===== config.mk =====
export PLATFORM = sky130hd
export DESIGN_NAME = aging_priority_message_scheduler
export DESIGN_NICKNAME = d
export VERILOG_FILES = /design/src/rtl/core/apms_pkg.sv /design/src/rtl/core/aging_priority_message_scheduler.sv /design/src/rtl/core/apms_cell.sv /design/src/rtl/core/apms_ctrl.sv
export SDC_FILE = /design/constraint.sdc
export NUM_CORES = 2
export LEC_CHECK = 0
export CORE_MARGIN = 1.5
export CORE_UTILIZATION = 48
export CTS_BUF_LIST = sky130_fd_sc_hd__clkbuf_8
export DETAILED_ROUTE_END_ITERATION = 8
export DONT_BUFFER_PORTS = 1
export PLACE_DENSITY = 0.65
export SLEW_MARGIN = 25
export SYNTH_ARGS = -nofsm -noshare
export SYNTH_HDL_FRONTEND = slang
export SYNTH_SLANG_ARGS = --single-unit

===== constraint.sdc =====
create_clock -name i_clk -period 3.86 [get_ports i_clk]
set_input_delay 0.965 -clock i_clk [delete_from_list [all_inputs] [get_ports i_clk]]
set_output_delay 0.965 -clock i_clk [all_outputs]
set_load 0.03 [all_outputs]

===== src/rtl/core/apms_pkg.sv =====
// Shared types, codes and helper functions of the aging priority scheduler.
`default_nettype none

package apms_pkg;

    // Operation codes of an input beat
    typedef enum logic [1:0] {
        OP_ADD  = 2'd0,
        OP_POP  = 2'd1,
        OP_TICK = 2'd2,
        OP_NONE = 2'd3
    } t_op;

    // Controller states
    typedef enum logic [1:0] {
        ST_IDLE  = 2'd0,
        ST_SCAN  = 2'd1,
        ST_APPLY = 2'd2
    } t_state;

    // Status codes of a result beat
    localparam logic [1:0] STATUS_OK    = 2'd0;
    localparam logic [1:0] STATUS_EMPTY = 2'd1;
    localparam logic [1:0] STATUS_FULL  = 2'd2;

    localparam logic [1:0] LEVEL_HIGH   = 2'd2;
    localparam int         LEVEL_WEIGHT = 10;
    localparam logic [7:0] THR_RESET    = 8'd5;

    // Input beat
    typedef struct packed {
        logic [1:0]  op;
        logic [15:0] message_id;
        logic [1:0]  priority_req;
    } t_in;

    // Result beat
    typedef struct packed {
        logic        out_valid;
        logic [15:0] out_message_id;
        logic [1:0]  out_priority;
        logic [1:0]  status;
        logic [4:0]  pending_count;
        logic [15:0] boost_count;
    } t_out;

    // Command broadcast to every cell
    typedef struct packed {
        logic apply;
        t_op  op;
    } t_cell_cmd;

    // Score contribution of a level
    function automatic logic [4:0] f_level_weight(input logic [1:0] level);
        logic [4:0] w;
        case (level)
            2'd0:    w = 5'd0;
            2'd1:    w = 5'(LEVEL_WEIGHT);
            default: w = 5'(2 * LEVEL_WEIGHT);
        endcase
        return w;
    endfunction

    // Clamp a requested level to high
    function automatic logic [1:0] f_sat_level(input logic [1:0] req);
        return (req > LEVEL_HIGH) ? LEVEL_HIGH : req;
    endfunction

endpackage

`default_nettype wire


===== src/rtl/core/aging_priority_message_scheduler.sv =====
// Top level of the aging priority message scheduler: a row of slot cells and a sequencer.
//
//   channel   | ports                                  | handshake
//   ----------+----------------------------------------+---------------------------
//   command   | start, busy, i_in                      | beat taken when start & !busy
//   result    | o_done, o_out                          | one-cycle strobe, no stall
//   config    | i_cfg_valid, o_cfg_ready, i_cfg_data   | beat taken when valid & ready
//
// Add and the unused op go from idle straight to the apply state, which registers the
// result beat; pop and aging tick first step through the scan state, whose length is set
// by the argmax and boost-count chains that move one cell per cycle through the row. busy
// stays high until the result is registered, and a new command may be given in the cycle
// of the strobe. Reset empties the queue, clears the boost total and sets the threshold
// to 5. The result side cannot stall.
`default_nettype none

module aging_priority_message_scheduler #(
    parameter int QUEUE_DEPTH = 16,
    parameter int AGE_BITS    = 8,
    parameter int ID_BITS     = 16
) (
    input  wire logic           i_clk,
    input  wire logic           i_rst_n,
    input  wire logic           start,
    output logic                busy,
    input  wire apms_pkg::t_in  i_in,
    input  wire logic           i_cfg_valid,
    output logic                o_cfg_ready,
    input  wire logic [7:0]     i_cfg_data,
    output apms_pkg::t_out      o_out,
    output logic                o_done
);

    localparam int IW = $clog2(QUEUE_DEPTH);
    localparam int CW = $clog2(QUEUE_DEPTH + 1);
    localparam int SW = AGE_BITS + 2;

    apms_pkg::t_cell_cmd w_cmd;
    logic [IW-1:0]       w_target;
    logic [7:0]          w_thr;
    logic [ID_BITS-1:0]  w_new_id;
    logic [1:0]          w_new_level;

    logic                w_valid [QUEUE_DEPTH];
    logic [ID_BITS-1:0]  w_id    [QUEUE_DEPTH];
    logic [1:0]          w_level [QUEUE_DEPTH];
    logic [AGE_BITS-1:0] w_age   [QUEUE_DEPTH];
    logic                w_cvld  [QUEUE_DEPTH];
    logic [SW-1:0]       w_cscore[QUEUE_DEPTH];
    logic [IW-1:0]       w_cidx  [QUEUE_DEPTH];
    logic [ID_BITS-1:0]  w_cid   [QUEUE_DEPTH];
    logic [1:0]          w_clvl  [QUEUE_DEPTH];
    logic [CW-1:0]       w_boost [QUEUE_DEPTH];

    // row of slot cells, slot 0 at the head of the queue
    for (genvar g = 0; g < QUEUE_DEPTH; g++) begin : g_cell
        logic                l_up_valid;
        logic [ID_BITS-1:0]  l_up_id;
        logic [1:0]          l_up_level;
        logic [AGE_BITS-1:0] l_up_age;
        logic                l_cvld;
        logic [SW-1:0]       l_cscore;
        logic [IW-1:0]       l_cidx;
        logic [ID_BITS-1:0]  l_cid;
        logic [1:0]          l_clvl;
        logic [CW-1:0]       l_boost;

        // feed the compaction path from the slot above
        if (g == QUEUE_DEPTH - 1) begin : g_top
            assign l_up_valid = 1'b0;
            assign l_up_id    = '0;
            assign l_up_level = '0;
            assign l_up_age   = '0;
        end else begin : g_mid
            assign l_up_valid = w_valid[g+1];
            assign l_up_id    = w_id[g+1];
            assign l_up_level = w_level[g+1];
            assign l_up_age   = w_age[g+1];
        end

        // feed the chains from the slot below
        if (g == 0) begin : g_head
            assign l_cvld   = 1'b0;
            assign l_cscore = '0;
            assign l_cidx   = '0;
            assign l_cid    = '0;
            assign l_clvl   = '0;
            assign l_boost  = '0;
        end else begin : g_rest
            assign l_cvld   = w_cvld[g-1];
            assign l_cscore = w_cscore[g-1];
            assign l_cidx   = w_cidx[g-1];
            assign l_cid    = w_cid[g-1];
            assign l_clvl   = w_clvl[g-1];
            assign l_boost  = w_boost[g-1];
        end

        apms_cell #(
            .QUEUE_DEPTH (QUEUE_DEPTH),
            .AGE_BITS    (AGE_BITS),
            .ID_BITS     (ID_BITS),
            .CELL_IDX    (g)
        ) u_cell (
            .i_clk        (i_clk),
            .i_rst_n      (i_rst_n),
            .i_cmd        (w_cmd),
            .i_target     (w_target),
            .i_thr        (w_thr),
            .i_new_id     (w_new_id),
            .i_new_level  (w_new_level),
            .i_up_valid   (l_up_valid),
            .i_up_id      (l_up_id),
            .i_up_level   (l_up_level),
            .i_up_age     (l_up_age),
            .i_cand_vld   (l_cvld),
            .i_cand_score (l_cscore),
            .i_cand_idx   (l_cidx),
            .i_cand_id    (l_cid),
            .i_cand_lvl   (l_clvl),
            .i_boost      (l_boost),
            .o_valid      (w_valid[g]),
            .o_id         (w_id[g]),
            .o_level      (w_level[g]),
            .o_age        (w_age[g]),
            .o_cand_vld   (w_cvld[g]),
            .o_cand_score (w_cscore[g]),
            .o_cand_idx   (w_cidx[g]),
            .o_cand_id    (w_cid[g]),
            .o_cand_lvl   (w_clvl[g]),
            .o_boost      (w_boost[g])
        );
    end

    // sequencer and result register
    apms_ctrl #(
        .QUEUE_DEPTH (QUEUE_DEPTH),
        .ID_BITS     (ID_BITS)
    ) u_ctrl (
        .i_clk        (i_clk),
        .i_rst_n      (i_rst_n),
        .start        (start),
        .busy         (busy),
        .i_in         (i_in),
        .i_cfg_valid  (i_cfg_valid),
        .o_cfg_ready  (o_cfg_ready),
        .i_cfg_data   (i_cfg_data),
        .o_out        (o_out),
        .o_done       (o_done),
        .o_cmd        (w_cmd),
        .o_target     (w_target),
        .o_thr        (w_thr),
        .o_new_id     (w_new_id),
        .o_new_level  (w_new_level),
        .i_tail_vld   (w_cvld[QUEUE_DEPTH-1]),
        .i_tail_idx   (w_cidx[QUEUE_DEPTH-1]),
        .i_tail_id    (w_cid[QUEUE_DEPTH-1]),
        .i_tail_lvl   (w_clvl[QUEUE_DEPTH-1]),
        .i_tail_boost (w_boost[QUEUE_DEPTH-1])
    );

endmodule

`default_nettype wire


===== src/rtl/core/apms_cell.sv =====
// One queue slot: entry storage plus one stage of the argmax and boost-count chains.
`default_nettype none

module apms_cell #(
    parameter int QUEUE_DEPTH = 16,
    parameter int AGE_BITS    = 8,
    parameter int ID_BITS     = 16,
    parameter int CELL_IDX    = 0
) (
    input  wire logic                              i_clk,
    input  wire logic                              i_rst_n,
    input  wire apms_pkg::t_cell_cmd               i_cmd,
    input  wire logic [$clog2(QUEUE_DEPTH)-1:0]    i_target,
    input  wire logic [7:0]                        i_thr,
    input  wire logic [ID_BITS-1:0]                i_new_id,
    input  wire logic [1:0]                        i_new_level,
    // entry of the next slot up, for compaction
    input  wire logic                              i_up_valid,
    input  wire logic [ID_BITS-1:0]                i_up_id,
    input  wire logic [1:0]                        i_up_level,
    input  wire logic [AGE_BITS-1:0]               i_up_age,
    // chain stage from the slot below
    input  wire logic                              i_cand_vld,
    input  wire logic [AGE_BITS+1:0]               i_cand_score,
    input  wire logic [$clog2(QUEUE_DEPTH)-1:0]    i_cand_idx,
    input  wire logic [ID_BITS-1:0]                i_cand_id,
    input  wire logic [1:0]                        i_cand_lvl,
    input  wire logic [$clog2(QUEUE_DEPTH+1)-1:0]  i_boost,
    // own entry
    output logic                                   o_valid,
    output logic [ID_BITS-1:0]                     o_id,
    output logic [1:0]                             o_level,
    output logic [AGE_BITS-1:0]                    o_age,
    // chain stage toward the slot above
    output logic                                   o_cand_vld,
    output logic [AGE_BITS+1:0]                    o_cand_score,
    output logic [$clog2(QUEUE_DEPTH)-1:0]         o_cand_idx,
    output logic [ID_BITS-1:0]                     o_cand_id,
    output logic [1:0]                             o_cand_lvl,
    output logic [$clog2(QUEUE_DEPTH+1)-1:0]       o_boost
);

    localparam int IW = $clog2(QUEUE_DEPTH);
    localparam int CW = $clog2(QUEUE_DEPTH + 1);
    localparam int SW = AGE_BITS + 2;
    localparam int TW = (AGE_BITS > 8) ? AGE_BITS : 8;
    localparam logic [IW-1:0] MY_IDX = IW'(CELL_IDX);

    logic                r_valid;
    logic [ID_BITS-1:0]  r_id;
    logic [1:0]          r_level;
    logic [AGE_BITS-1:0] r_age;

    logic                r_cand_vld;
    logic [SW-1:0]       r_cand_score;
    logic [IW-1:0]       r_cand_idx;
    logic [ID_BITS-1:0]  r_cand_id;
    logic [1:0]          r_cand_lvl;
    logic [CW-1:0]       r_boost;

    logic [SW-1:0]       w_score;
    logic                w_take_own;
    logic                w_boost;
    logic [AGE_BITS-1:0] w_age_inc;
    logic [AGE_BITS-1:0] w_up_age_inc;

    // score and boost condition of the held entry
    assign w_score    = SW'(apms_pkg::f_level_weight(r_level)) + SW'(r_age);
    assign w_take_own = r_valid && (!i_cand_vld || (w_score > i_cand_score));
    assign w_boost    = r_valid && (TW'(r_age) >= TW'(i_thr))
                        && (r_level < apms_pkg::LEVEL_HIGH);

    // saturating age steps
    assign w_age_inc    = (r_age == {AGE_BITS{1'b1}}) ? r_age : r_age + 1'b1;
    assign w_up_age_inc = (i_up_age == {AGE_BITS{1'b1}}) ? i_up_age : i_up_age + 1'b1;

    // advance the argmax and boost-count chains every cycle
    always_ff @(posedge i_clk) begin
        r_cand_vld <= w_take_own || i_cand_vld;
        if (w_take_own) begin
            r_cand_score <= w_score;
            r_cand_idx   <= MY_IDX;
            r_cand_id    <= r_id;
            r_cand_lvl   <= r_level;
        end else begin
            r_cand_score <= i_cand_score;
            r_cand_idx   <= i_cand_idx;
            r_cand_id    <= i_cand_id;
            r_cand_lvl   <= i_cand_lvl;
        end
        r_boost <= i_boost + CW'(w_boost);
    end

    // slot valid bit
    always_ff @(posedge i_clk) begin
        if (!i_rst_n) begin
            r_valid <= 1'b0;
        end else if (i_cmd.apply) begin
            case (i_cmd.op)
                apms_pkg::OP_ADD: begin
                    if (i_target == MY_IDX) begin
                        r_valid <= 1'b1;
                    end
                end
                apms_pkg::OP_POP: begin
                    if (MY_IDX >= i_target) begin
                        r_valid <= i_up_valid;
                    end
                end
                default: begin
                    r_valid <= r_valid;
                end
            endcase
        end
    end

    // slot payload: append, compact and age, or boost
    always_ff @(posedge i_clk) begin
        if (i_cmd.apply) begin
            case (i_cmd.op)
                apms_pkg::OP_ADD: begin
                    if (i_target == MY_IDX) begin
                        r_id    <= i_new_id;
                        r_level <= i_new_level;
                        r_age   <= '0;
                    end
                end
                apms_pkg::OP_POP: begin
                    if (MY_IDX >= i_target) begin
                        r_id    <= i_up_id;
                        r_level <= i_up_level;
                        r_age   <= w_up_age_inc;
                    end else begin
                        r_age <= w_age_inc;
                    end
                end
                apms_pkg::OP_TICK: begin
                    if (w_boost) begin
                        r_level <= r_level + 1'b1;
                        r_age   <= '0;
                    end
                end
                default: begin
                    r_age <= r_age;
                end
            endcase
        end
    end

    assign o_valid      = r_valid;
    assign o_id         = r_id;
    assign o_level      = r_level;
    assign o_age        = r_age;
    assign o_cand_vld   = r_cand_vld;
    assign o_cand_score = r_cand_score;
    assign o_cand_idx   = r_cand_idx;
    assign o_cand_id    = r_cand_id;
    assign o_cand_lvl   = r_cand_lvl;
    assign o_boost      = r_boost;

endmodule

`default_nettype wire


===== src/rtl/core/apms_ctrl.sv =====
// Sequencer, fill count, boost total, threshold register and result register.
`default_nettype none

module apms_ctrl #(
    parameter int QUEUE_DEPTH = 16,
    parameter int ID_BITS     = 16
) (
    input  wire logic                              i_clk,
    input  wire logic                              i_rst_n,
    input  wire logic                              start,
    output logic                                   busy,
    input  wire apms_pkg::t_in                     i_in,
    input  wire logic                              i_cfg_valid,
    output logic                                   o_cfg_ready,
    input  wire logic [7:0]                        i_cfg_data,
    output apms_pkg::t_out                         o_out,
    output logic                                   o_done,
    // cell side
    output apms_pkg::t_cell_cmd                    o_cmd,
    output logic [$clog2(QUEUE_DEPTH)-1:0]         o_target,
    output logic [7:0]                             o_thr,
    output logic [ID_BITS-1:0]                     o_new_id,
    output logic [1:0]                             o_new_level,
    input  wire logic                              i_tail_vld,
    input  wire logic [$clog2(QUEUE_DEPTH)-1:0]    i_tail_idx,
    input  wire logic [ID_BITS-1:0]                i_tail_id,
    input  wire logic [1:0]                        i_tail_lvl,
    input  wire logic [$clog2(QUEUE_DEPTH+1)-1:0]  i_tail_boost
);

    localparam int IW = $clog2(QUEUE_DEPTH);
    localparam int CW = $clog2(QUEUE_DEPTH + 1);
    localparam logic [CW-1:0] FULL_CNT  = CW'(QUEUE_DEPTH);
    localparam logic [IW-1:0] LAST_STEP = IW'(QUEUE_DEPTH - 1);

    apms_pkg::t_state r_state, n_state;
    apms_pkg::t_op    r_op;
    logic [ID_BITS-1:0] r_id;
    logic [1:0]         r_lvl;
    logic [IW-1:0]      r_step, n_step;
    logic [CW-1:0]      r_count, n_count;
    logic [15:0]        r_boost, n_boost;
    logic [7:0]         r_thr;
    apms_pkg::t_out     r_out, n_out;
    logic               r_done, n_done;
    logic               w_accept;
    logic               w_full;
    logic               w_empty;

    assign w_accept = start && !busy;
    assign w_full   = (r_count == FULL_CNT);
    assign w_empty  = (r_count == '0);

    // state and bookkeeping registers
    always_ff @(posedge i_clk) begin
        if (!i_rst_n) begin
            r_state <= apms_pkg::ST_IDLE;
            r_step  <= '0;
            r_count <= '0;
            r_boost <= '0;
            r_done  <= 1'b0;
        end else begin
            r_state <= n_state;
            r_step  <= n_step;
            r_count <= n_count;
            r_boost <= n_boost;
            r_done  <= n_done;
        end
    end

    // threshold register
    always_ff @(posedge i_clk) begin
        if (!i_rst_n) begin
            r_thr <= apms_pkg::THR_RESET;
        end else if (i_cfg_valid) begin
            r_thr <= i_cfg_data;
        end
    end

    // latch the accepted beat; hold the result beat
    always_ff @(posedge i_clk) begin
        if (w_accept) begin
            r_op  <= apms_pkg::t_op'(i_in.op);
            r_id  <= ID_BITS'(i_in.message_id);
            r_lvl <= apms_pkg::f_sat_level(i_in.priority_req);
        end
        r_out <= n_out;
    end

    // next state, cell command and result
    always_comb begin
        n_state  = r_state;
        n_step   = r_step;
        n_count  = r_count;
        n_boost  = r_boost;
        n_done   = 1'b0;
        n_out    = r_out;
        o_cmd    = '{apply: 1'b0, op: apms_pkg::OP_NONE};
        o_target = (r_op == apms_pkg::OP_ADD) ? r_count[IW-1:0] : i_tail_idx;
        case (r_state)
            apms_pkg::ST_IDLE: begin
                n_step = '0;
                if (w_accept) begin
                    if (i_in.op == apms_pkg::OP_POP || i_in.op == apms_pkg::OP_TICK) begin
                        n_state = apms_pkg::ST_SCAN;
                    end else begin
                        n_state = apms_pkg::ST_APPLY;
                    end
                end
            end
            apms_pkg::ST_SCAN: begin
                n_step = r_step + 1'b1;
                if (r_step == LAST_STEP) begin
                    n_state = apms_pkg::ST_APPLY;
                end
            end
            apms_pkg::ST_APPLY: begin
                n_state                = apms_pkg::ST_IDLE;
                n_done                 = 1'b1;
                n_out.out_valid        = 1'b0;
                n_out.out_message_id   = '0;
                n_out.out_priority     = '0;
                n_out.status           = apms_pkg::STATUS_OK;
                o_cmd.apply            = 1'b1;
                o_cmd.op               = r_op;
                case (r_op)
                    apms_pkg::OP_ADD: begin
                        if (w_full) begin
                            o_cmd.op     = apms_pkg::OP_NONE;
                            n_out.status = apms_pkg::STATUS_FULL;
                        end else begin
                            n_count = r_count + 1'b1;
                        end
                    end
                    apms_pkg::OP_POP: begin
                        if (w_empty) begin
                            o_cmd.op     = apms_pkg::OP_NONE;
                            n_out.status = apms_pkg::STATUS_EMPTY;
                        end else begin
                            n_count              = r_count - 1'b1;
                            n_out.out_valid      = i_tail_vld;
                            n_out.out_message_id = 16'(i_tail_id);
                            n_out.out_priority   = i_tail_lvl;
                        end
                    end
                    apms_pkg::OP_TICK: begin
                        n_boost = r_boost + 16'(i_tail_boost);
                    end
                    default: begin
                        o_cmd.op = apms_pkg::OP_NONE;
                    end
                endcase
                n_out.pending_count = 5'(n_count);
                n_out.boost_count   = n_boost;
            end
            default: begin
                n_state = apms_pkg::ST_IDLE;
            end
        endcase
    end

    assign busy        = (r_state != apms_pkg::ST_IDLE);
    assign o_cfg_ready = 1'b1;
    assign o_out       = r_out;
    assign o_done      = r_done;
    assign o_thr       = r_thr;
    assign o_new_id    = r_id;
    assign o_new_level = r_lvl;

endmodule

`default_nettype wire

Word level (Yosys, flattened, before mapping) --
Cells that the tools add are included. W data, S select, Z words.
Storage, ports and cells: register bits after elaboration 1109, bits of input ports 32, output and inout port bits 45, logic and storage cells 902
Cells by class: add/subtract/negate cells 67, magnitude comparators 64, eq/ne operators 108, multiplexer cells 319, bitwise logic cells 1, reductions and logical operators 170
Operators by type and width (number):
- $mux W16 | 48
- $mux W8 | 64
- $pmux W16 S2 | 16
- $pmux W8 S3 | 16
- $pmux W5 S2 | 17
- $gt A10 B10 Y1 | 15
- $add A5 B8 Y9 | 16
- $mux W10 | 14
- $mux W2 | 69
- $add A8 B1 Y8 const B | 16
- $eq A8 B8 Y1 const B | 16
- $ge A8 B8 Y1 | 16
- $reduce_and A4 Y1 | 31
- $pmux W2 S3 | 17
- $ne A2 B1 Y1 const B | 50
- $reduce_and A5 Y1 | 17
- $add A5 B1 Y5 | 14
- $logic_and A1 B1 Y1 | 48
- $eq A2 B1 Y1 const B | 20
- $logic_not A2 Y1 | 19
- $eq A4 B4 Y1 const B | 9
- $mux W1 | 35
- $add A2 B1 Y2 const B | 16
- $ge A4 B4 Y1 const A | 8
- other kinds (31) | 122

Logic depth before layout (Yosys ltp) --
word-level depth 7, depth in mapped cells 18, mapped depth without buffers 17

Cells and area by module --
From an unflattened synthesis, not the netlist that was laid out.
Second synthesis, totals: cells, all modules 5233, area total of the unflattened synthesis 60056.3 µm²
Modules (own cells, without submodules):
- apms_ctrl | times used 1, cells an instance 374, area an instance 4390.5 µm², sequential area each 2582.5 µm²
- apms_cell (g_cell[8].u_cell) | times used 1, cells an instance 306, area an instance 3542.1 µm², sequential area each 1561.5 µm²
- apms_cell (g_cell[6].u_cell) | times used 1, cells an instance 302, area an instance 3530.9 µm², sequential area each 1561.5 µm²
- apms_cell (g_cell[9].u_cell) | times used 1, cells an instance 306, area an instance 3530.9 µm², sequential area each 1561.5 µm²
- apms_cell (g_cell[11].u_cell) | times used 1, cells an instance 295, area an instance 3529.6 µm², sequential area each 1561.5 µm²
- apms_cell (g_cell[3].u_cell) | times used 1, cells an instance 303, area an instance 3522.1 µm², sequential area each 1561.5 µm²
- apms_cell (g_cell[4].u_cell) | times used 1, cells an instance 306, area an instance 3517.1 µm², sequential area each 1561.5 µm²
- apms_cell (g_cell[10].u_cell) | times used 1, cells an instance 303, area an instance 3513.4 µm², sequential area each 1561.5 µm²
- apms_cell (g_cell[2].u_cell) | times used 1, cells an instance 311, area an instance 3493.4 µm², sequential area each 1561.5 µm²
- apms_cell (g_cell[12].u_cell) | times used 1, cells an instance 318, area an instance 3492.1 µm², sequential area each 1561.5 µm²
- apms_cell (g_cell[7].u_cell) | times used 1, cells an instance 309, area an instance 3467.1 µm², sequential area each 1561.5 µm²
- apms_cell (g_cell[13].u_cell) | times used 1, cells an instance 309, area an instance 3449.6 µm², sequential area each 1561.5 µm²
- apms_cell (g_cell[14].u_cell) | times used 1, cells an instance 306, area an instance 3449.6 µm², sequential area each 1561.5 µm²
- apms_cell (g_cell[0].u_cell) | times used 1, cells an instance 305, area an instance 3447.1 µm², sequential area each 1561.5 µm²
- +4 rows

Worst setup path after synthesis --
OpenSTA, ideal clock, no wires.
kind reg-to-reg, start reg u_ctrl.r_count[0], end reg g_cell[7].u_cell.r_id[0], enable pin, setup time 0.412 ns, arrival 3.667 ns, data required time 3.448 ns, setup slack -0.218 ns, stages on the path, launching flop included 13, buffers on the path 3, clock period less this slack 4.078 ns, path through dfxtp_1 > clkbuf_1 > inv_1 > ha_1 > nor3b_1 > a21oi_1 > nand2_1 > inv_1 > ha_1 > clkbuf_1 > clkbuf_1 > a21oi_1 > nor3_1
On the way: word-level cells in the longest chain between the ends 7, elaborated cells between the ends (all ways) 15, classes of those cells order compare (1); eq/ne (5); mux (5); reduce/logical (4)
Ends and longest elaborated chain:
- from (decl) | line apms_ctrl.sv:41 | logic [CW-1:0] r_count, n_count;
- from (signal assigned) | line apms_ctrl.sv:65 | r_count <= n_count;
- $eq A5 B5 Y1 / $logic_not A5 Y1 (equally long branches) | line apms_ctrl.sv:51, apms_ctrl.sv:52
- $mux W2 (on tied branches) | line apms_ctrl.sv:128, apms_ctrl.sv:136
- $pmux W2 S3 | line apms_ctrl.sv:126 | case (r_op)
- $mux W3 | line apms_ctrl.sv:100 | case (r_state)
- $eq A2 B1 Y1 / $logic_not A2 Y1 (equally long branches) | line apms_cell.sv:120 | case (i_cmd.op)
- $ne A2 B1 Y1 (no source line) / $reduce_bool A2 Y1 (equally long branches)
- $reduce_and A4 Y1 (no source line) *
- to (signal assigned) | line apms_cell.sv:123 | r_id <= i_new_id;
- to (signal assigned) | line apms_cell.sv:130 | r_id <= i_up_id;
- to (decl) | line apms_cell.sv:50 | logic [ID_BITS-1:0] r_id;
Mark *: on every way between the ends. The rest lies on a longest branch, timed or not. A chain may end at the register's enable or synchronous reset.

Worst setup path in the final report --
start reg g_cell[3].u_cell.r_level[0], end reg g_cell[3].u_cell.r_cand_id[3]
On the way: word-level cells in the longest chain between the ends 7, elaborated cells between the ends (all ways) 8, classes of those cells add/sub (1); order compare (1); eq/ne (1); mux (2); reduce/logical (3)
Ends and longest elaborated chain:
- from (decl) | line apms_cell.sv:51 | logic [1:0] r_level;
- from (signal assigned) | line apms_cell.sv:124 | r_level <= i_new_level;
- from (signal assigned) | line apms_cell.sv:131 | r_level <= i_up_level;
- from (signal assigned) | line apms_cell.sv:139 | r_level <= r_level + 1'b1;
- $eq A2 B1 Y1 / $logic_not A2 Y1 (equally long branches) | line apms_pkg.sv:56 | case (level)
- $pmux W5 S2 * | line apms_pkg.sv:56
- $add A5 B8 Y9 * | line apms_cell.sv:68 | assign w_score = SW'(apms_pkg::f_level_weight(r_level)) + SW'(r_age);
- $gt A10 B10 Y1 * | line apms_cell.sv:69 | assign w_take_own = r_valid && (!i_cand_vld || (w_score > i_cand_score));
- $logic_or A1 B1 Y1 * | line apms_cell.sv:69
- $logic_and A1 B1 Y1 * | line apms_cell.sv:69
- $mux W16 * | line apms_cell.sv:80 | if (w_take_own) begin
- to (signal assigned) | line apms_cell.sv:83 | r_cand_id <= r_id;
- to (signal assigned) | line apms_cell.sv:88 | r_cand_id <= i_cand_id;
- to (decl) | line apms_cell.sv:57 | logic [ID_BITS-1:0] r_cand_id;
Marks and branches as above.

==> results.md <==
- Status: finished, final reports clean
- # hold bufs at CTS: 0
- Worst Path Max Fanout: 6
- Peak Freq: 0.265 GHz
- Register area share after synthesis: around 52%
- Placed cell area: 0.0532 mm^2
- Starting density of the core: 48.6%
- Worst path required time: approximately 4.6 ns
- Fraction of layout cells with a size suffix above 1: 19.3%
- Critical path class: reg -> reg
- Worst Reg-to-Reg Cells: 16
- Clock buffer depth: 3
- Number of vias per cell: 5.50
- Critical Path Start Type: flip-flop
- Top-level I/O count: 77
- Number of CTS-inserted buffers: 177
- Slowest library cell on the worst path: edfxtp_1
- Initial antenna violation count: 4
- Post-synth EDFFs: 471
- WP data arrival: roughly 4.5 ns
- Post-synthesis register bit count: approximately 1100
- Setup crit end: g_cell[3].u_cell.o_cand_id[3]
- Synth top area share: 27.9%
- Leading post-synthesis cells by cell area: edfxtp_1 28%, dfxtp_1 24%, ha_1 9.7%
- CTS Sinks: 1081
- Fin crit share: 97.9%
- R2R Setup Slk: roughly 0.082 ns
- CTS clk-pin slew, worst paths: 0.06 ns
- Routed WL: ~130000 um
- # setup viols final: 0
- Synth unique cells: 91
- RR Startpoint: g_cell[3].u_cell.o_level[0]
- Fin area: 0.0574 mm^2
- Cells after synthesis: around 4700
- Worst-Skew Late Latency: 0.87 ns
- Mean Syn Cell Area: 10.9 um^2
- CTS H-tree lvls: 4
- Worst Hold Launch: i_rst_n
- Relative slew slack: 32.2%
- Core Area: 0.104 mm^2
- Initial DRC count: 2318
- Cell area after synthesis: approximately 0.05 mm^2
- Die ar.: approximately 0.11 mm^2
- CP Capture Type: flip-flop
- Detailed-route via count: roughly 35000
- Final hold viol count: 0
- Slew Limit Fails: 0
- TritonCTS clock tree: done
- Total GRT Usage: around a quarter
- Final GP Congestion: 0.882
- Setup total negative slack: 0 ns
- Worst hold path type: in -> reg
- Pwr/cell area: 427 mW/mm^2
- Critical path cell sequence: buf_6 > ha_4 > ha_4 > ha_4 > a211o_1 > a22oi_2 > nor2_1 > xor2_1 > ha_1 > a21oi_1 > o21ai_1 > nor4_2 > o22ai_4 > buf_12 > clkbuf_16 > mux2_2
- Max incr delay on CP: around 0.50 ns
- First-pass detailed-route iteration total: 6
- Yosys warns: 0
- Leak pwr: 0.0237 uW
- DRC viols: 0
- FP Rows: 118
- WL/cell: 20.0 um
- Synth area leader: edfxtp_1
- Post-DP HPWL: 90600 um
- Max-Cap Viols: 0
- Slew @ Worst Pin: about 1.0 ns
- GR Overflow Total: 0
- Ys async rst share: 0%
- Number of global-route vias before repair: 35100
- Crit path top cell by count: ha_4
- Nets@finish: approximately 5300
- Area grow syn2layout: 13.4%
- Setup crit start: g_cell[3].u_cell.o_level[0]
- Port Buffers: 0
- Syn Nets: 5098
- Global-route wire length before repair: 196000 um
- Max VDD drop: 342 uV
- DIE HEIGHT: 328 um
- Die W: 328 um
- Main synth FF type: dfxtp_1
- CTS Root Cell: clkbuf_8
- ANT nets after route: 0
- R2r endpoint: g_cell[3].u_cell.o_cand_id[3]
- Tmin final: roughly 3.8 ns
- Largest net degree at the start of global routing: 112
- Clock Skew: roughly 0.040 ns
## synthesized netlist by cell type, types with 9 or more instances
master / n
nand2_1: 666
dfxtp_1: 610
edfxtp_1: 471
mux2_2: 402
ha_1: 393
nor2_1: 281
inv_1: 248
o21ai_0: 172
a21oi_1: 139
clkbuf_1: 139
nand3_1: 131
xnor2_1: 103
o22ai_1: 74
xor2_1: 71
and2_1: 62
and3_1: 55
or2_2: 53
nand2b_1: 49
a21o_1: 43
mux2i_1: 42
nor2b_1: 42
nor3_1: 41
nand4_1: 36
a211oi_1: 34
o211ai_1: 26
o21a_1: 19
a31oi_1: 17
a221o_1: 16
nor4_1: 15
buf_2: 14
nand3b_1: 14
buf_1: 12
fa_1: 11
a22oi_1: 10
a311oi_1: 10
o211a_1: 9
o31ai_1: 9
## where the power goes
part / total (uW) / switching, uW / internal, uW / leakage [uW]
clock network: 10100 / 4770 / 5280 / 0.00214
logic: 1850 / 1130 / 721 / 0.0124
registers: 12600 / 237 / 12400 / 0.00919
total: 24500 / 6130 / 18400 / 0.0237
## metrics by stage
step / setup slack, ns / hold WS, ns / instances / power [uW] / util (%)
3_3_place_gp: -0.123 / 0.395 / 6021 / 14600 / 51.1
4_1_cts: 0.00356 / 0.0975 / 6354 / 24700 / 54.5
3_5_place_dp: -0.168 / 0.397 / 6021 / 14600 / 51.1
2_1_floorplan: 0.0568 / 0.342 / 4662 / 14000 / -
6_report: 0.0821 / 0.182 / 6392 / 24500 / 55.2
5_1_grt: -0.0354 / 0.121 / 6391 / 25500 / 55.2
## cells by family after synthesis
| group | Yosys count | synth area share (%) |
|---|---|---|
| compound gates | 657 | 8.36 |
| xor+xnor | 174 | 3.01 |
| simple gates | 1480 | 13.4 |
| other cells | 1 | 0.00741 |
| flops | 1081 | 52.1 |
| buf+inv | 417 | 3.18 |
| fa+ha+maj | 406 | 10.2 |
| mux | 446 | 9.83 |
## worst max-delay path: cells and delay by family (launching register included)
family | cells | cell delay (ns)
adder cells (fa/ha/maj) | 4 | 0.82
XOR/XNOR | 1 | 0.25
multiplexers | 1 | 0.28
flip-flops | 1 | 0.50
AND/OR/NAND/NOR | 2 | 0.47
AO/OA/AOI/OAI | 5 | 0.84
buffers and inverters | 3 | 0.51
## area by class of cell
| class | instances | area (um^2) |
|---|---|---|
| fillers | 9048 | 46700 |
| flip-flops and latches | 1081 | 26400 |
| multi-input cells | 3165 | 23000 |
| clock buffers | 203 | 2790 |
| repair buffers | 184 | 1790 |
| well taps | 1380 | 1730 |
| inverters | 248 | 931 |
| clock inverters | 129 | 805 |
| diodes | 2 | 5.00 |
## repair_timing
action / in CTS / in global routing
gates cloned: 1 / 9
resized for setup: 3 / 46
buffers inserted: 0 / 27
endpoints found under the setup margin: 48 / 214
pin swaps: 1 / 20
## routing by layer
metal	up-vias	share of wire, %	global-route usage [%]
met5	-	0	0
met4	0	2.6	7.79
met3	216	5.7	3.95
met2	980	47	38.4
met1	17000	45	31.1
li1	16900	-	-
## state kept, by name, indices dropped and copies added (netlist names), 42 cells and up
name	cells
g_cell.u_cell.o_boost	70
g_cell.u_cell.o_age	121
g_cell.u_cell.o_cand_score	135
g_cell.u_cell.o_cand_idx	49
g_cell.u_cell.o_id	256
g_cell.u_cell.o_cand_id	256
u_ctrl.o_out	42
## cells in the final DEF, fill, tap and decap left out, types with 14 or more instances in the layout
cell type,synthesis,final
a221o_1,16,16
mux2i_1,42,42
dfxtp_1,610,610
xor2_1,71,70
nor2_1,281,276
o211ai_1,26,26
o22ai_1,74,67
nand4_1,36,36
nand3_1,131,130
mux2_2,402,402
and3_1,55,55
o21a_1,19,19
nand3b_1,14,14
clkinv_2,0,21
and2_1,62,62
a211oi_1,34,34
buf_12,0,21
a21o_1,43,43
nand2_1,666,666
o21ai_0,172,165
nand2b_1,49,49
buf_4,1,150
or2_2,53,53
clkbuf_8,0,203
xnor2_1,103,101
nor3_1,41,40
ha_1,393,385
a21oi_1,139,132
a31oi_1,17,17
edfxtp_1,471,471
nor2b_1,42,42
inv_1,248,320
## worst min-delay path by stage
stage	end	slack [ns]	cells past startpoint
final	u_ctrl.o_thr[0]	0.18	1
after global placement	g_cell[11].u_cell.o_cand_idx[0]	0.40	1
after detailed placement	g_cell[13].u_cell.o_cand_idx[2]	0.40	1
after global routing	u_ctrl.o_new_id[14]	0.12	0
after CTS	u_ctrl.o_new_id[2]	0.1	0
after floorplan	g_cell[0].u_cell.o_cand_vld	0.34	0
Power figures use the tool's default switching activity.
